==> config.mk <==
export PLATFORM = sky130hd
export DESIGN_NAME = chat_text_sanitizer
export DESIGN_NICKNAME = d
export VERILOG_FILES = /design/src/rtl/csan_pkg.sv /design/src/rtl/csan_front.sv /design/src/rtl/csan_queue.sv /design/src/rtl/csan_back.sv /design/src/rtl/chat_text_sanitizer.sv
export SDC_FILE = /design/constraint.sdc
export NUM_CORES = 1
export LEC_CHECK = 0
export ABC_CLOCK_PERIOD_IN_PS = 6400
export BUFFER_PORTS_ARGS = -buffer_cell sky130_fd_sc_hd__buf_2
export CAP_MARGIN = 20
export CORE_UTILIZATION = 60
export DETAILED_ROUTE_END_ITERATION = 8
export PLACE_DENSITY = 0.77
export SLEW_MARGIN = 25
export SYNTH_ARGS = -nofsm -noshare
export SYNTH_HDL_FRONTEND = slang
export SYNTH_SLANG_ARGS = --single-unit
export TNS_END_PERCENT = 30
==> constraint.sdc <==
create_clock -name i_clk -period 6.4 [get_ports i_clk]
set_input_delay 1.28 -clock i_clk [delete_from_list [all_inputs] [get_ports i_clk]]
set_output_delay 1.28 -clock i_clk [all_outputs]
set_load 0.05 [all_outputs]
==> src/rtl/csan_pkg.sv <==
// Shared types, constants and character helpers for the chat text sanitizer.
// No dependencies; every other file in rtl/ refers to this package by scoped name.
package csan_pkg;

    localparam int MAX_CHARS_DEF = 255;
    localparam int QDEPTH        = 4;

    localparam logic [7:0] BYTE_MIRC  = 8'h03;
    localparam logic [7:0] BYTE_HEXC  = 8'h04;
    localparam logic [7:0] BYTE_DEL   = 8'h7F;
    localparam logic [7:0] BYTE_SPACE = 8'h20;
    localparam logic [7:0] BYTE_COMMA = 8'h2C;
    localparam logic [7:0] LEAD_2     = 8'hC0;
    localparam logic [7:0] LEAD_3     = 8'hE0;
    localparam logic [7:0] LEAD_4     = 8'hF0;
    localparam logic [7:0] CONT_MASK  = 8'hC0;
    localparam logic [7:0] CONT_TAG   = 8'h80;
    localparam logic [7:0] LOW6_MASK  = 8'h3F;

    typedef enum logic [2:0] {
        MODE_NORMAL = 3'd0,
        MODE_FG     = 3'd1,
        MODE_COMMA  = 3'd2,
        MODE_BG     = 3'd3,
        MODE_HEX    = 3'd4,
        MODE_UTF    = 3'd5
    } t_mode;

    typedef struct packed {
        logic [7:0] ch0;
        logic       v0;
        logic [7:0] ch1;
        logic       two;
        logic       last;
    } t_entry;

    function automatic logic is_dec(input logic [7:0] b);
        is_dec = (b >= 8'h30) && (b <= 8'h39);
    endfunction

    function automatic logic is_hex(input logic [7:0] b);
        is_hex = is_dec(b) || ((b >= 8'h41) && (b <= 8'h46))
                 || ((b >= 8'h61) && (b <= 8'h66));
    endfunction

    function automatic logic [7:0] fold(input logic [20:0] cp);
        unique case (cp)
            21'h000A0:          fold = 8'h20;
            21'h02018, 21'h02019: fold = 8'h27;
            21'h0201C, 21'h0201D: fold = 8'h22;
            21'h02013, 21'h02014: fold = 8'h2D;
            21'h02026:          fold = 8'h2E;
            default:            fold = 8'h3F;
        endcase
    endfunction

endpackage

==> src/rtl/csan_front.sv <==
// Front end: accepts bytes, runs the color-code and UTF-8 parser, packs up to two
// results per request into one queue entry. Depends on csan_pkg.
module csan_front #(
    parameter int MAX_CHARS = csan_pkg::MAX_CHARS_DEF
) (
    input  logic             i_clk,
    input  logic             i_rst_n,
    input  logic             i_valid,
    input  logic [7:0]       i_in_byte,
    input  logic             i_has_byte,
    input  logic             i_line_end,
    input  logic             i_q_full,
    output logic             o_ready,
    output logic             o_push,
    output csan_pkg::t_entry o_entry
);

    localparam int CW = $clog2(MAX_CHARS + 1);
    localparam logic [CW-1:0] LIMIT = CW'(MAX_CHARS);

    csan_pkg::t_mode r_mode, n_mode;
    logic [2:0]      r_digits, n_digits;
    logic [20:0]     r_cp, n_cp;
    logic [1:0]      r_cont, n_cont;
    logic [CW-1:0]   r_count, n_count;

    logic [2:0]      req_v;
    logic [7:0]      req_c [3];
    logic            do_plain;
    logic [1:0]      extra;
    logic [1:0]      cont_nx;
    logic [20:0]     cp_nx;
    logic [CW-1:0]   cnt;
    logic [1:0]      ne;
    logic [7:0]      ch_a, ch_b;
    logic            accept;

    assign o_ready = !i_q_full;
    assign accept  = i_valid && o_ready;

    always_comb begin
        n_mode   = r_mode;
        n_digits = r_digits;
        n_cp     = r_cp;
        n_cont   = r_cont;
        req_v    = 3'b000;
        req_c[0] = 8'h00;
        req_c[1] = 8'h00;
        req_c[2] = 8'h00;
        do_plain = 1'b0;
        extra    = 2'd0;
        cont_nx  = (r_cont != 2'd0) ? r_cont - 2'd1 : 2'd0;
        cp_nx    = {r_cp[14:0], i_in_byte[5:0]};

        if (i_has_byte) begin
            unique case (r_mode)
                csan_pkg::MODE_FG: begin
                    if (csan_pkg::is_dec(i_in_byte) && r_digits < 3'd2) begin
                        n_digits = r_digits + 3'd1;
                    end else if (i_in_byte == csan_pkg::BYTE_COMMA) begin
                        n_mode = csan_pkg::MODE_COMMA;
                    end else begin
                        do_plain = 1'b1;
                    end
                end
                csan_pkg::MODE_COMMA: begin
                    if (csan_pkg::is_dec(i_in_byte)) begin
                        n_mode   = csan_pkg::MODE_BG;
                        n_digits = 3'd1;
                    end else begin
                        req_v[0] = 1'b1;
                        req_c[0] = csan_pkg::BYTE_COMMA;
                        do_plain = 1'b1;
                    end
                end
                csan_pkg::MODE_BG: begin
                    if (csan_pkg::is_dec(i_in_byte) && r_digits < 3'd2) begin
                        n_digits = r_digits + 3'd1;
                        if (r_digits + 3'd1 >= 3'd2) begin
                            n_mode = csan_pkg::MODE_NORMAL;
                        end
                    end else begin
                        do_plain = 1'b1;
                    end
                end
                csan_pkg::MODE_HEX: begin
                    if (csan_pkg::is_hex(i_in_byte) && r_digits < 3'd6) begin
                        n_digits = r_digits + 3'd1;
                        if (r_digits + 3'd1 >= 3'd6) begin
                            n_mode = csan_pkg::MODE_NORMAL;
                        end
                    end else begin
                        do_plain = 1'b1;
                    end
                end
                csan_pkg::MODE_UTF: begin
                    if ((i_in_byte & csan_pkg::CONT_MASK) == csan_pkg::CONT_TAG) begin
                        n_cp   = cp_nx;
                        n_cont = cont_nx;
                        if (cont_nx == 2'd0) begin
                            req_v[0] = 1'b1;
                            req_c[0] = csan_pkg::fold(cp_nx);
                            n_mode   = csan_pkg::MODE_NORMAL;
                        end
                    end else begin
                        req_v[0] = 1'b1;
                        req_c[0] = csan_pkg::fold(r_cp);
                        do_plain = 1'b1;
                    end
                end
                default: begin
                    do_plain = 1'b1;
                end
            endcase
        end

        if (do_plain) begin
            n_mode = csan_pkg::MODE_NORMAL;
            priority if (i_in_byte == csan_pkg::BYTE_MIRC) begin
                n_mode   = csan_pkg::MODE_FG;
                n_digits = 3'd0;
            end else if (i_in_byte == csan_pkg::BYTE_HEXC) begin
                n_mode   = csan_pkg::MODE_HEX;
                n_digits = 3'd0;
            end else if (i_in_byte < csan_pkg::BYTE_SPACE
                         || i_in_byte == csan_pkg::BYTE_DEL) begin
                n_mode = csan_pkg::MODE_NORMAL;
            end else if (i_in_byte < csan_pkg::LEAD_2) begin
                req_v[1] = 1'b1;
                req_c[1] = i_in_byte;
            end else begin
                extra  = (i_in_byte < csan_pkg::LEAD_3) ? 2'd1 :
                         (i_in_byte < csan_pkg::LEAD_4) ? 2'd2 : 2'd3;
                n_cp   = {13'd0, i_in_byte & (csan_pkg::LOW6_MASK >> extra)};
                n_cont = extra;
                n_mode = csan_pkg::MODE_UTF;
            end
        end

        if (i_line_end) begin
            if (n_mode == csan_pkg::MODE_COMMA) begin
                req_v[2] = 1'b1;
                req_c[2] = csan_pkg::BYTE_COMMA;
            end else if (n_mode == csan_pkg::MODE_UTF) begin
                req_v[2] = 1'b1;
                req_c[2] = csan_pkg::fold(n_cp);
            end
            n_mode   = csan_pkg::MODE_NORMAL;
            n_digits = 3'd0;
            n_cp     = 21'd0;
            n_cont   = 2'd0;
        end
    end

    always_comb begin
        cnt  = r_count;
        ne   = 2'd0;
        ch_a = 8'h00;
        ch_b = 8'h00;
        for (int k = 0; k < 3; k++) begin
            if (req_v[k] && cnt < LIMIT && ne < 2'd2) begin
                if (ne == 2'd0) begin
                    ch_a = req_c[k];
                end else begin
                    ch_b = req_c[k];
                end
                ne  = ne + 2'd1;
                cnt = cnt + CW'(1);
            end
        end
        n_count      = i_line_end ? '0 : cnt;
        o_push       = accept && (ne != 2'd0 || i_line_end);
        o_entry.ch0  = ch_a;
        o_entry.v0   = (ne != 2'd0);
        o_entry.ch1  = ch_b;
        o_entry.two  = (ne == 2'd2);
        o_entry.last = i_line_end;
    end

    always_ff @(posedge i_clk) begin
        if (!i_rst_n) begin
            r_mode   <= csan_pkg::MODE_NORMAL;
            r_digits <= 3'd0;
            r_cp     <= 21'd0;
            r_cont   <= 2'd0;
            r_count  <= '0;
        end else if (accept) begin
            r_mode   <= n_mode;
            r_digits <= n_digits;
            r_cp     <= n_cp;
            r_cont   <= n_cont;
            r_count  <= n_count;
        end
    end

`ifndef ASSERT_OFF
    a_count_limit: assert property (@(posedge i_clk) disable iff (!i_rst_n)
        r_count <= LIMIT)
        else $error("character count past limit");
    a_utf_cont: assert property (@(posedge i_clk) disable iff (!i_rst_n)
        (r_mode == csan_pkg::MODE_UTF) |-> (r_cont != 2'd0))
        else $error("utf mode with no continuation pending");
`endif

endmodule

==> src/rtl/csan_queue.sv <==
// Short request queue between the parser front end and the output back end.
// Depends on csan_pkg for the entry type and depth.
module csan_queue (
    input  logic             i_clk,
    input  logic             i_rst_n,
    input  logic             i_push,
    input  csan_pkg::t_entry i_entry,
    input  logic             i_pop,
    output logic             o_full,
    output logic             o_empty,
    output csan_pkg::t_entry o_head
);

    localparam int AW = $clog2(csan_pkg::QDEPTH);
    localparam int CW = $clog2(csan_pkg::QDEPTH + 1);

    csan_pkg::t_entry r_mem [csan_pkg::QDEPTH];
    logic [AW-1:0]    r_wp, r_rp;
    logic [CW-1:0]    r_cnt;
    logic             do_push, do_pop;

    assign o_full  = (r_cnt == CW'(csan_pkg::QDEPTH));
    assign o_empty = (r_cnt == '0);
    assign o_head  = r_mem[r_rp];
    assign do_push = i_push && !o_full;
    assign do_pop  = i_pop && !o_empty;

    always_ff @(posedge i_clk) begin
        if (do_push) begin
            r_mem[r_wp] <= i_entry;
        end
    end

    always_ff @(posedge i_clk) begin
        if (!i_rst_n) begin
            r_wp  <= '0;
            r_rp  <= '0;
            r_cnt <= '0;
        end else begin
            if (do_push) begin
                r_wp <= (r_wp == AW'(csan_pkg::QDEPTH - 1)) ? '0 : r_wp + AW'(1);
            end
            if (do_pop) begin
                r_rp <= (r_rp == AW'(csan_pkg::QDEPTH - 1)) ? '0 : r_rp + AW'(1);
            end
            if (do_push && !do_pop) begin
                r_cnt <= r_cnt + CW'(1);
            end else if (do_pop && !do_push) begin
                r_cnt <= r_cnt - CW'(1);
            end
        end
    end

`ifndef ASSERT_OFF
    a_no_overflow: assert property (@(posedge i_clk) disable iff (!i_rst_n)
        i_push |-> !o_full)
        else $error("push into full queue");
    a_no_underflow: assert property (@(posedge i_clk) disable iff (!i_rst_n)
        i_pop |-> !o_empty)
        else $error("pop from empty queue");
`endif

endmodule

==> src/rtl/csan_back.sv <==
// Back end: unpacks queue entries into single results and holds them in the
// output register until taken. Depends on csan_pkg.
module csan_back (
    input  logic             i_clk,
    input  logic             i_rst_n,
    input  logic             i_empty,
    input  csan_pkg::t_entry i_head,
    input  logic             i_ready,
    output logic             o_pop,
    output logic             o_valid,
    output logic [7:0]       o_out_char,
    output logic             o_char_valid,
    output logic             o_line_end_res
);

    logic       r_valid, r_half;
    logic [7:0] r_char;
    logic       r_cvalid, r_end;
    logic       load;

    assign load  = (!r_valid || i_ready) && !i_empty;
    assign o_pop = load && (r_half || !i_head.two);

    always_ff @(posedge i_clk) begin
        if (load) begin
            r_char   <= r_half ? i_head.ch1 : i_head.ch0;
            r_cvalid <= r_half ? 1'b1 : i_head.v0;
            r_end    <= i_head.last && (r_half || !i_head.two);
        end
    end

    always_ff @(posedge i_clk) begin
        if (!i_rst_n) begin
            r_valid <= 1'b0;
            r_half  <= 1'b0;
        end else begin
            if (load) begin
                r_valid <= 1'b1;
                r_half  <= !r_half && i_head.two;
            end else if (i_ready) begin
                r_valid <= 1'b0;
            end
        end
    end

    assign o_valid        = r_valid;
    assign o_out_char     = r_char;
    assign o_char_valid   = r_cvalid;
    assign o_line_end_res = r_end;

`ifndef ASSERT_OFF
    a_empty_is_end: assert property (@(posedge i_clk) disable iff (!i_rst_n)
        (r_valid && !r_cvalid) |-> r_end)
        else $error("empty result that does not end the line");
`endif

endmodule

==> src/rtl/chat_text_sanitizer.sv <==
// Top level of the chat text sanitizer: parser front end, request queue, output back end.
// Depends on csan_pkg, csan_front, csan_queue and csan_back.
//
//   channel  valid    ready    payload
//   input    i_valid  o_ready  i_in_byte, i_has_byte, i_line_end
//   output   o_valid  i_ready  o_out_char, o_char_valid, o_line_end_res
//
// One input request per cycle while the queue has room; each yields zero to two results.
// Results leave the output register one per cycle while i_ready is high, each request's
// going through the queue and then that register; two-result requests are unpacked one at
// a time, absorbed by the four-entry queue. Synchronous active-low reset clears parser state,
// queue and output. Output stalls fill the queue; input is held off only when it is full.
module chat_text_sanitizer #(
    parameter int MAX_CHARS = csan_pkg::MAX_CHARS_DEF
) (
    input  logic       i_clk,
    input  logic       i_rst_n,
    input  logic       i_valid,
    output logic       o_ready,
    input  logic [7:0] i_in_byte,
    input  logic       i_has_byte,
    input  logic       i_line_end,
    output logic       o_valid,
    input  logic       i_ready,
    output logic [7:0] o_out_char,
    output logic       o_char_valid,
    output logic       o_line_end_res
);

    csan_pkg::t_entry push_entry, head_entry;
    logic             push, pop, q_full, q_empty;

    csan_front #(
        .MAX_CHARS (MAX_CHARS)
    ) u_front (
        .i_clk      (i_clk),
        .i_rst_n    (i_rst_n),
        .i_valid    (i_valid),
        .i_in_byte  (i_in_byte),
        .i_has_byte (i_has_byte),
        .i_line_end (i_line_end),
        .i_q_full   (q_full),
        .o_ready    (o_ready),
        .o_push     (push),
        .o_entry    (push_entry)
    );

    csan_queue u_queue (
        .i_clk   (i_clk),
        .i_rst_n (i_rst_n),
        .i_push  (push),
        .i_entry (push_entry),
        .i_pop   (pop),
        .o_full  (q_full),
        .o_empty (q_empty),
        .o_head  (head_entry)
    );

    csan_back u_back (
        .i_clk          (i_clk),
        .i_rst_n        (i_rst_n),
        .i_empty        (q_empty),
        .i_head         (head_entry),
        .i_ready        (i_ready),
        .o_pop          (pop),
        .o_valid        (o_valid),
        .o_out_char     (o_out_char),
        .o_char_valid   (o_char_valid),
        .o_line_end_res (o_line_end_res)
    );

endmodule

# [Word-level counts from Yosys, hierarchy flattened]
# Memories as Yosys holds them, arrays and structs flattened. A register that Yosys moved wholly into a read port is not among the register bits.
# Index checks and enable logic that the tools add are counted.
[classes] addsub=11 order_cmp=19 eq_ne=40 n_shift=1 mux=110 n_bitwise=1 reduce_logical=51
[op_table] operator="21-bit by 14-bit equality test with 1-bit output, second input constant" n=21
[op_table] operator="8-bit 2-to-1 mux" n=25
[op_table] operator="21-bit 2-to-1 mux" n=9
[op_table] operator="3-bit 2-to-1 mux" n=26
[op_table] operator="5-bit case mux with 5 select lines" n=3
[op_table] operator="21-bit by 8-bit equality test with 1-bit output, second input constant" n=3
[op_table] operator="8-bit less-than comparator, second input constant" n=6
[op_table] operator="2-bit 2-to-1 mux" n=17
[op_table] operator="8-bit by 1-bit adder with 8-bit output, second input constant" n=3
[op_table] operator="1-bit 2-to-1 mux" n=24
[op_table] operator="1-bit logical AND" n=20
[op_table] operator="2-bit OR reduction" n=10
[op_table] operator="8-bit by 7-bit >= comparator with 1-bit output, second input constant" n=2
[op_table] operator="8-bit by 7-bit less-or-equal comparator with 1-bit output, second input constant" n=2
[op_table] operator="8-bit case mux with 2 select lines" n=1
[op_table] operator="3-bit case mux with 5 select lines" n=1
[op_table] operator="3-bit equality test, second input constant" n=4
[op_table] operator="3-bit by 2-bit equality test with 1-bit output, second input constant" n=3
[op_table] operator="3-bit case mux with 3 select lines" n=1
[op_table] operator="8-bit bitwise AND" n=1
[op_table] operator="2-bit equality test, second input constant" n=4
[op_table] operator="8-bit by 2-bit equality test with 1-bit output, second input constant" n=1
[op_table] operator="8-bit by 3-bit equality test with 1-bit output, second input constant" n=1
[op_table] operator="8-bit by 6-bit equality test with 1-bit output, second input constant" n=1
[op_table] operator="25 further kinds" n=44
[totals] reg_bits=56 ram_bits=76 in_bits=14 out_inout_bits=12 memories=1
[mem_list] memory="u_queue.r_mem" depth=4 width=19 rd=1 rd_ports_with_merged_regs=1 write_ports=1 line_no="csan_queue.sv:17" source="csan_pkg::t_entry r_mem [csan_pkg::QDEPTH];"

# [Depth between registers and ports, before layout]
# Gate-level depths: netlist of the first run.
[depth] depth_word=25 mapped_depth=22 depth_no_buf=20

# [Cells and area by module]
# Synthesis of the first run repeated with hierarchy kept, for this count alone.
[hier_totals] cells_unflattened=677 area_unflattened_um2=7499.7
[by_module_without_submodules] mod="csan_front" n_inst=1 cells_each=495 area_per_inst_um2=3687.3 seq_area_each_um2=740.7
[by_module_without_submodules] mod="csan_queue" n_inst=1 cells_each=150 area_per_inst_um2=3265.6 seq_area_each_um2=2462.4
[by_module_without_submodules] mod="csan_back" n_inst=1 cells_each=32 area_per_inst_um2=546.8 seq_area_each_um2=340.3

# [Least setup slack after synthesis of the first run]
# No wires, ideal clock.
[synth_path] kind="input-to-reg" start="input i_in_byte[6]" end="register u_queue.r_cnt[2]" setup_time_ps=76 arrival_time_ps=5319 required_time_ps=6324 setup_slack_ps=1005 stages=20 cell_sequence="buf_2 -> nand4bb_1 -> o21ai_1 -> a21oi_2 -> inv_2 -> xnor2_1 -> ha_1 -> o211a_1 -> nand4_1 -> and2_1 -> buf_2 -> ha_1 -> nor3_1 -> nor2_1 -> ha_1 -> inv_1 -> fa_1 -> xor2_1 -> or3_1 -> a21boi_0"
[synth_via] elab_chain_len=23
[synth_lines] element="start, declared" line_no="chat_text_sanitizer.sv:20" source="input logic [7:0] i_in_byte,"
[synth_lines] element="branches (longest 15 deep; another with 8-bit by 6-bit >= comparator with 1-bit output)"
[synth_lines] element="2-bit 2-to-1 mux (*)" line_no="csan_front.sv:161" source="if (req_v[k] && cnt < LIMIT && ne < 2'd2) begin"
[synth_lines] element="2-bit nonzero test (*)" line_no="csan_front.sv:172" source="o_push = accept && (ne != 2'd0 || i_line_end);"
[synth_lines] element="1-bit logical OR (*)" line_no="csan_front.sv:172"
[synth_lines] element="1-bit logical AND (*)" line_no="csan_front.sv:172"
[synth_lines] element="1-bit logical AND (*)" line_no="csan_queue.sv:25" source="assign do_push = i_push && !o_full;"
[synth_lines] element="net u_queue.do_push" line_no="csan_queue.sv:20" source="logic do_push, do_pop;"
[synth_lines] element="1-bit zero test" line_no="csan_queue.sv:48" source="end else if (do_pop && !do_push) begin"
[synth_lines] element="1-bit logical AND" line_no="csan_queue.sv:48"
[synth_lines] element="2-bit nonzero test (no line)"
[synth_lines] element="end signal, assigned" line_no="csan_queue.sv:47" source="r_cnt <= r_cnt + CW'(1);"
[synth_lines] element="end signal, assigned" line_no="csan_queue.sv:49" source="r_cnt <= r_cnt - CW'(1);"
[synth_lines] element="end, declared" line_no="csan_queue.sv:19" source="logic [CW-1:0] r_cnt;"
# Mark *: on every way through the listed nets, which the timed path passes.
# A chain may end at the register's enable or synchronous reset.

==> run summary, run 1 <==
Period utilization: 0.904
DR iter-0 viols: 835
CP max FO: 15
Boundary pin count: 26
DR vias: 5924
Row cnt: 40
Max-slew headroom: 0.352
Post-CTS sizing: 0
Most frequent cells in the layout: edfxtp_1 (86), nand2_1 (60), dfxtp_1 (48)
Drt total wl: 18700 um
Worst-path cell chain: buf_2 -> nand4bb_1 -> o21ai_1 -> a21oi_2 -> inv_2 -> xnor2_1 -> ha_1 -> o211a_1 -> nand4_1 -> and2_1 -> inv_1 -> mux2_2 -> ha_1 -> a31oi_1 -> o31ai_4 -> or2_1 -> mux2_4
Via density: 6.55
Bufs on Longest Clock Path: 2
Horiz. Die Dim: 115 um
Top_reg_cell synth: edfxtp_1
Ant. Diodes: 0
Synth cell types: 89
FMAX: 173 MHz
Post-synthesis xor/xnor area fraction: 0.0195
Inserted Clock Buffers: 17
Comb pwr share: 0.236
RSZ-0062 raised after global routing: false
Final setup vio count: 0
CP most frequent cell: ha_1
Pin count of the biggest net entering global routing: 48
Total track usage: 0.306
Initial core utilization: 0.624
# Post-CTS Setup Buffers: 0
Mapped Nets: 740
Drt pass-1 iters: 6
CP max stage delay: 0.55 ns
Detail Route Antenna Nets: 0
CTS tree: done
Placed wire-length estimate: 12700 um
Critical Path RT: 6.56 ns
Syn avg cell area: 10.7 um^2
Final Core Density: 0.689
Cell count after synthesis: 711
Nets: 752
PortBufs: 25
First-pass GRT wire length: 30100 um
Compound-gate portion of the synthesized area: 0.165
Warnings, synthesis: 0
Leak Pwr: 2.88 nW
Worst-Skew Late Latency: 0.43 ns
Hold Path Class: register to register
Final setup TNS: 0 ns
Share of layout cells above drive strength 1: 0.162
Post-CTS Hold Fix Bufs: 0
Status: completed
Root buffer selected by CTS: clkbuf_16
VDD IR max: 175 uV
EDFF count, synth: 86
Clock group share of total power: 0.348
Die area: 13200 um^2
Total power: 0.00261 W
Commonest non-fill, non-tap cell in the layout: edfxtp_1
Element type at the critical path end: register
Seq pwr share: 0.416
Routed WL per cell: 20.7 um
# fillers: 923
Routability cong.: 0.985
H-tree levels: 4
Mapped cell area: 7620 um^2
Tmin final: 5.79 ns
Combinational family with the most area after synthesis: simple AND/OR/NAND/NOR gates
Drt drc: 0
Worst-margin pin slew: 0.963 ns
Int Power: 0.00180 W
Post-synthesis simple-gate area fraction: 0.201
GRT overflow: 0
Core region area: 12200 um^2
Slowest CP cell: o21ai_1
Sw Share: 0.309
Number of global-route vias before repair: 5700
Reg2reg setup slack: 1.03 ns
Slew Limit Fails: 0
Initial antenna violation count: 0
Ys async rst share: 0
Clock slew at reported path FFs: 0.06 ns
Clock Skew: 0.0102 ns
Synth-to-Final Area Change: 10.3%
Dpl cells: 872
Seq/Total Area, Yosys: 0.465
Die Y: 115 um
Max Cap Viol: 0
Critical Path AT: 5.95 ns
Critical setup path kind: input pin to register
Post-synthesis mux area share: 0.0921
Adder-cell share of the synthesized area: 0.0256
NetSw: 0.000807 W
Yosys reg bits: 134
Final Non-Filler Cells: 904
Final Hold Fails: 0
CP Launch Type: input pin
Number of clock sinks: 134
Pwr dens: 311 nW/um^2
-- final cells by class --
cell class | count | area (um^2) | area share
multi-input cells | 520 | 3840 | 0.456
flip-flops and latches | 134 | 3540 | 0.421
clock buffers | 21 | 450 | 0.0536
repair buffers | 37 | 215 | 0.0256
well taps | 168 | 210 | 0.0250
clock inverters | 11 | 103 | 0.0122
inverters | 13 | 48.8 | 0.00580
-- registers in the layout (all words and copies together), names as in the netlist, named ones only --
name,flops
u_front.r_mode,3
u_front.r_digits,3
u_back.o_out_char,8
u_queue.r_mem,76
u_queue.r_rp,2
u_back.o_line_end_res,1
u_front.r_cont,2
u_front.r_count,8
u_queue.r_cnt,3
u_front.r_cp,21
u_back.r_half,1
u_back.o_valid,1
u_queue.r_wp,2
u_back.o_char_valid,1
-- cells by family (layout without fill, tap and decap cells) --
group	after synthesis	in the layout
AND/OR/NAND/NOR	264	264
adder cells (fa/ha/maj)	15	15
multiplexers	44	44
XOR/XNOR	17	17
flip-flops	134	134
buffers and inverters	57	82
AO/OA/AOI/OAI	180	180
-- stage by stage --
stage                     hold slack (ns)  setup WS [ns]  instance area [um^2]
final                               0.488          0.614                  8410
after CTS                           0.494          0.677                  8410
after detailed placement            0.486          0.245                  7860
after global routing                0.527          0.299                  8410
after global placement              0.463          0.453                  7860
after floorplan                     0.477           1.01                  7620
-- power by group through the flow --
| stage | sequential (W) | clock (W) | combinational [W] |
|---|---|---|---|
| finish | 0.00109 | 0.000909 | 0.000617 |
| global route | 0.00110 | 0.000953 | 0.000666 |
| CTS | 0.00109 | 0.000921 | 0.000622 |
| detailed placement | 0.00110 | 0 | 0.000616 |
| global placement | 0.00110 | 0 | 0.000599 |
| floorplan | 0.00120 | 0 | 0.000362 |
-- Yosys cell counts, types with 5 or more instances --
cell      instances  area share
a211oi_1          5      0.0049
a21boi_0          5      0.0049
a21oi_1          27       0.018
a22o_1            7      0.0080
a22oi_1          28       0.028
a31oi_1           6      0.0049
and2_1           13       0.011
buf_2             8      0.0053
clkbuf_1         30       0.015
dfxtp_1          48        0.13
edfxtp_1         86        0.34
ha_1             14       0.023
inv_1            12      0.0059
mux2_2           11       0.016
mux2i_1          12       0.016
mux4_2           19       0.056
nand2_1          60       0.030
nand2b_1         11      0.0090
nand3_1          10      0.0066
nand3b_1          5      0.0049
nand4_1           7      0.0057
nor2_1           37       0.018
nor2b_1          44       0.036
nor3_1           20       0.013
nor4_1            7      0.0057
nor4b_1           6      0.0069
o21a_1           10      0.0098
o21ai_0          36       0.024
o22ai_1           5      0.0041
or3_1             7      0.0057
xnor2_1          13       0.015
-- worst max-delay path, delay by kind of cell --
kind / cells / cell delay (ns)
compound gates: 5 / 1.40
xor+xnor: 1 / 0.18
fa+ha+maj: 2 / 0.55
buf+inv: 3 / 0.78
mux: 2 / 0.77
simple gates: 4 / 0.98
-- layer usage --
layer | track usage | up-vias | wire length [um]
li1 | - | 2751 | -
met1 | 0.391 | 2845 | 7880
met2 | 0.502 | 273 | 9050
met3 | 0.0551 | 55 | 1190
met4 | 0.154 | 0 | 597
met5 | 0 | - | 0
-- path summary, 6_finish.rpt --
check / to / start / cells past startpoint
setup / recovery: u_queue.r_mem[3][13] / i_in_byte[4] / 17
hold / removal: u_back.o_valid / u_back.o_valid / 2
setup reg to reg: u_queue.r_mem[3][13] / u_front.r_count[0] / 17
hold reg to reg: u_back.o_valid / u_back.o_valid / 2
(Power assumes the default switching activity.)
==> inputs of run 2 (changes only) <==
ABC_CLOCK_PERIOD_IN_PS = 6700   (was 6400)
BUFFER_PORTS_ARGS = -buffer_cell sky130_fd_sc_hd__buf_4   (was -buffer_cell sky130_fd_sc_hd__buf_2)
HOLD_SLACK_MARGIN = 0.08   (was not set)
clock period = 6.7 ns   (was 6.4 ns; I/O delays follow)
==> run summary, run 2 (synthesis gave the netlist of run 1 again) <==
CTS tree: done
Status: completed
Worst hold start: u_back.o_valid
Initial core utilization: 0.624 (unchanged)
RSZ-0062 raised after global routing: false
Most frequent cells in the layout: edfxtp_1 (86), nand2_1 (60), dfxtp_1 (48)
Drt pass-1 iters: 6 (unchanged)
Final Core Density: 0.697 (+0.00891)
Critical Path AT: 5.95 ns (about the same)
Hold WS: 0.520 ns (+0.0317 ns)
Number of clock sinks: 134 (unchanged)
Initial antenna violation count: 0 (unchanged)
Setup WS post-layout: 0.919 ns (+0.305 ns)
# Post-CTS Setup Buffers: 0 (unchanged)
Int Power: 0.00179 W (-0.72%)
Number of global-route vias before repair: 5747 (+0.82%)
Slowest CP cell: mux2_2
Drt total wl: 19800 um (+6.0%)
Pin count of the biggest net entering global routing: 48 (unchanged)
Critical setup path kind: input pin to register
Detail Route Antenna Nets: 0 (unchanged)
Via density: 6.55 (about the same)
Row cnt: 40 (unchanged)
CP most frequent cell: ha_1
Placement Setup Slack: 0.552 ns (+0.308 ns)
Max Cap Viol: 0 (unchanged)
# fillers: 925 (+0.22%)
Post-CTS sizing: 0 (unchanged)
Drt drc: 0 (unchanged)
Inserted Clock Buffers: 17 (unchanged)
Hold depth: 2 (unchanged)
NetSw: 0.000819 W (+1.4%)
Reg2reg setup slack: 1.25 ns (+0.22 ns)
Worst-path cell chain: buf_4 -> nand4b_1 -> a21o_1 -> a21oi_2 -> inv_2 -> xnor2_1 -> ha_1 -> o211a_1 -> nand4_1 -> and2_1 -> inv_1 -> mux2_2 -> ha_1 -> a31oi_1 -> o31ai_4 -> or2_1 -> mux2_4
Tmin final: 5.78 ns
Worst-Skew Late Latency: 0.42 ns (about the same)
CP max stage delay: 0.41 ns (-0.14 ns)
Share of layout cells above drive strength 1: 0.166 (+0.00430)
Area occupied by registers: 3540 um^2 (unchanged)
DR iter-0 viols: 671 (-20%)
Max FFs per register: 76 (unchanged)
Biggest regs: u_queue.r_mem x76, u_front.r_cp x21
GRT overflow: 0 (unchanged)
Worst-margin pin slew: 0.922 ns (-0.0408 ns)
Hold Path End: u_back.o_valid
Post-CTS Hold Fix Bufs: 0 (unchanged)
Reg2Reg Depth: 17 (unchanged)
First-pass GRT wire length: 30800 um (+2.1%)
Seq pwr share: 0.400 (-0.016)
FMAX: 173 MHz
Ant. Diodes: 0 (unchanged)
Largest Register: u_queue.r_mem
Nets: 751 (-0.13%)
Routed WL per cell: 22.0 um (+6.1%)
Die Y: 115 um (unchanged)
Total power: 0.00261 W (about the same)
Comb pwr share: 0.242 (+0.006)
Final setup vio count: 0 (unchanged)
CP Launch Type: input pin
VDD IR max: 180 uV (+3.0%)
Commonest non-fill, non-tap cell in the layout: edfxtp_1
Critical Path RT: 6.87 ns (+0.31 ns)
Core region area: 12200 um^2 (unchanged)
Clock slew at reported path FFs: 0.06 ns (about the same)
Slew Limit Fails: 0 (unchanged)
Period utilization: 0.863
Synth-to-Final Area Change: 11.7%
PortBufs: 25 (unchanged)
DR vias: 5918 (-0.10%)
Pwr dens: 306 nW/um^2 (-1.3%)
R2R Path End: u_queue.r_mem[3][11]
Hold Path Class: register to register
Die area: 13200 um^2 (unchanged)
Root buffer selected by CTS: clkbuf_16
Final Hold Fails: 0 (unchanged)
Routability cong.: 0.945 (-4.0%)
Total track usage: 0.318 (+0.0120)
Worst r2r src: u_front.r_mode[1]
CP max FO: 13 (-2)
Clock Skew: 0.00832 ns (-0.00187 ns)
Horiz. Die Dim: 115 um (unchanged)
Leak Pwr: 2.93 nW (+1.7%)
Clock group share of total power: 0.359 (+0.011)
Final setup TNS: 0 ns (unchanged)
Bufs on Longest Clock Path: 2 (unchanged)
Area of the multi-input gates: 3840 um^2 (unchanged)
Boundary pin count: 26 (unchanged)
H-tree levels: 4 (unchanged)
Sw Share: 0.314 (+0.00461)
Element type at the critical path end: register
Placed wire-length estimate: 13000 um (+2.0%)
Max-slew headroom: 0.380 (+0.0275)
[run 2: cell type report]
class                      instances  share of cell area
clock buffer                      22              0.0620
clock inverter                    10             0.00926
inverter                          13             0.00573
multi-input combinational        520               0.451
sequential                       134               0.416
tap                              168              0.0247
timing repair buffer              36              0.0317
[run 2: worst max-delay path by stage]
stage                 startpoint              endpoint  slack (ns)  cells after the start
floorplan           i_in_byte[6]      u_queue.r_cnt[2]        1.25                     20
global placement      i_has_byte  u_queue.r_mem[0][11]        0.70                     17
detailed placement    i_has_byte  u_queue.r_mem[2][11]        0.55                     17
CTS                   i_has_byte  u_queue.r_mem[1][11]        0.96                     17
global route          i_has_byte  u_queue.r_mem[3][11]        0.60                     17
finish                i_has_byte  u_queue.r_mem[3][11]        0.92                     17
[run 2: through the flow]
stage	instances	cell area, um^2
after global routing	903	8520
after CTS	903	8520
after detailed placement	871	7910
final	903	8520
after global placement	871	7910
after floorplan	711	7620
[run 2: power groups by stage]
stage | sequential, W | combinational (W) | clock (W)
2_1_floorplan | 0.00115 | 0.000346 | 0
3_3_place_gp | 0.00105 | 0.000596 | 0
3_5_place_dp | 0.00106 | 0.000621 | 0
4_1_cts | 0.00104 | 0.000635 | 0.000943
5_1_grt | 0.00105 | 0.000670 | 0.000978
6_report | 0.00104 | 0.000631 | 0.000936
[run 2: per-layer routing]
| layer | GRT usage | vias up | wire, um |
|---|---|---|---|
| li1 | - | 2744 | - |
| met1 | 0.396 | 2889 | 8300 |
| met2 | 0.557 | 246 | 10100 |
| met3 | 0.0598 | 39 | 981 |
| met4 | 0.106 | 0 | 473 |
| met5 | 0 | - | 0 |
[run 2: critical path: cells and delay by family]
kind	cells	cell delay (ns)
multiplexers	2	0.77
adder cells (fa/ha/maj)	2	0.53
buffers and inverters	3	0.65
AO/OA/AOI/OAI	5	1.41
XOR/XNOR	1	0.26
AND/OR/NAND/NOR	4	0.96
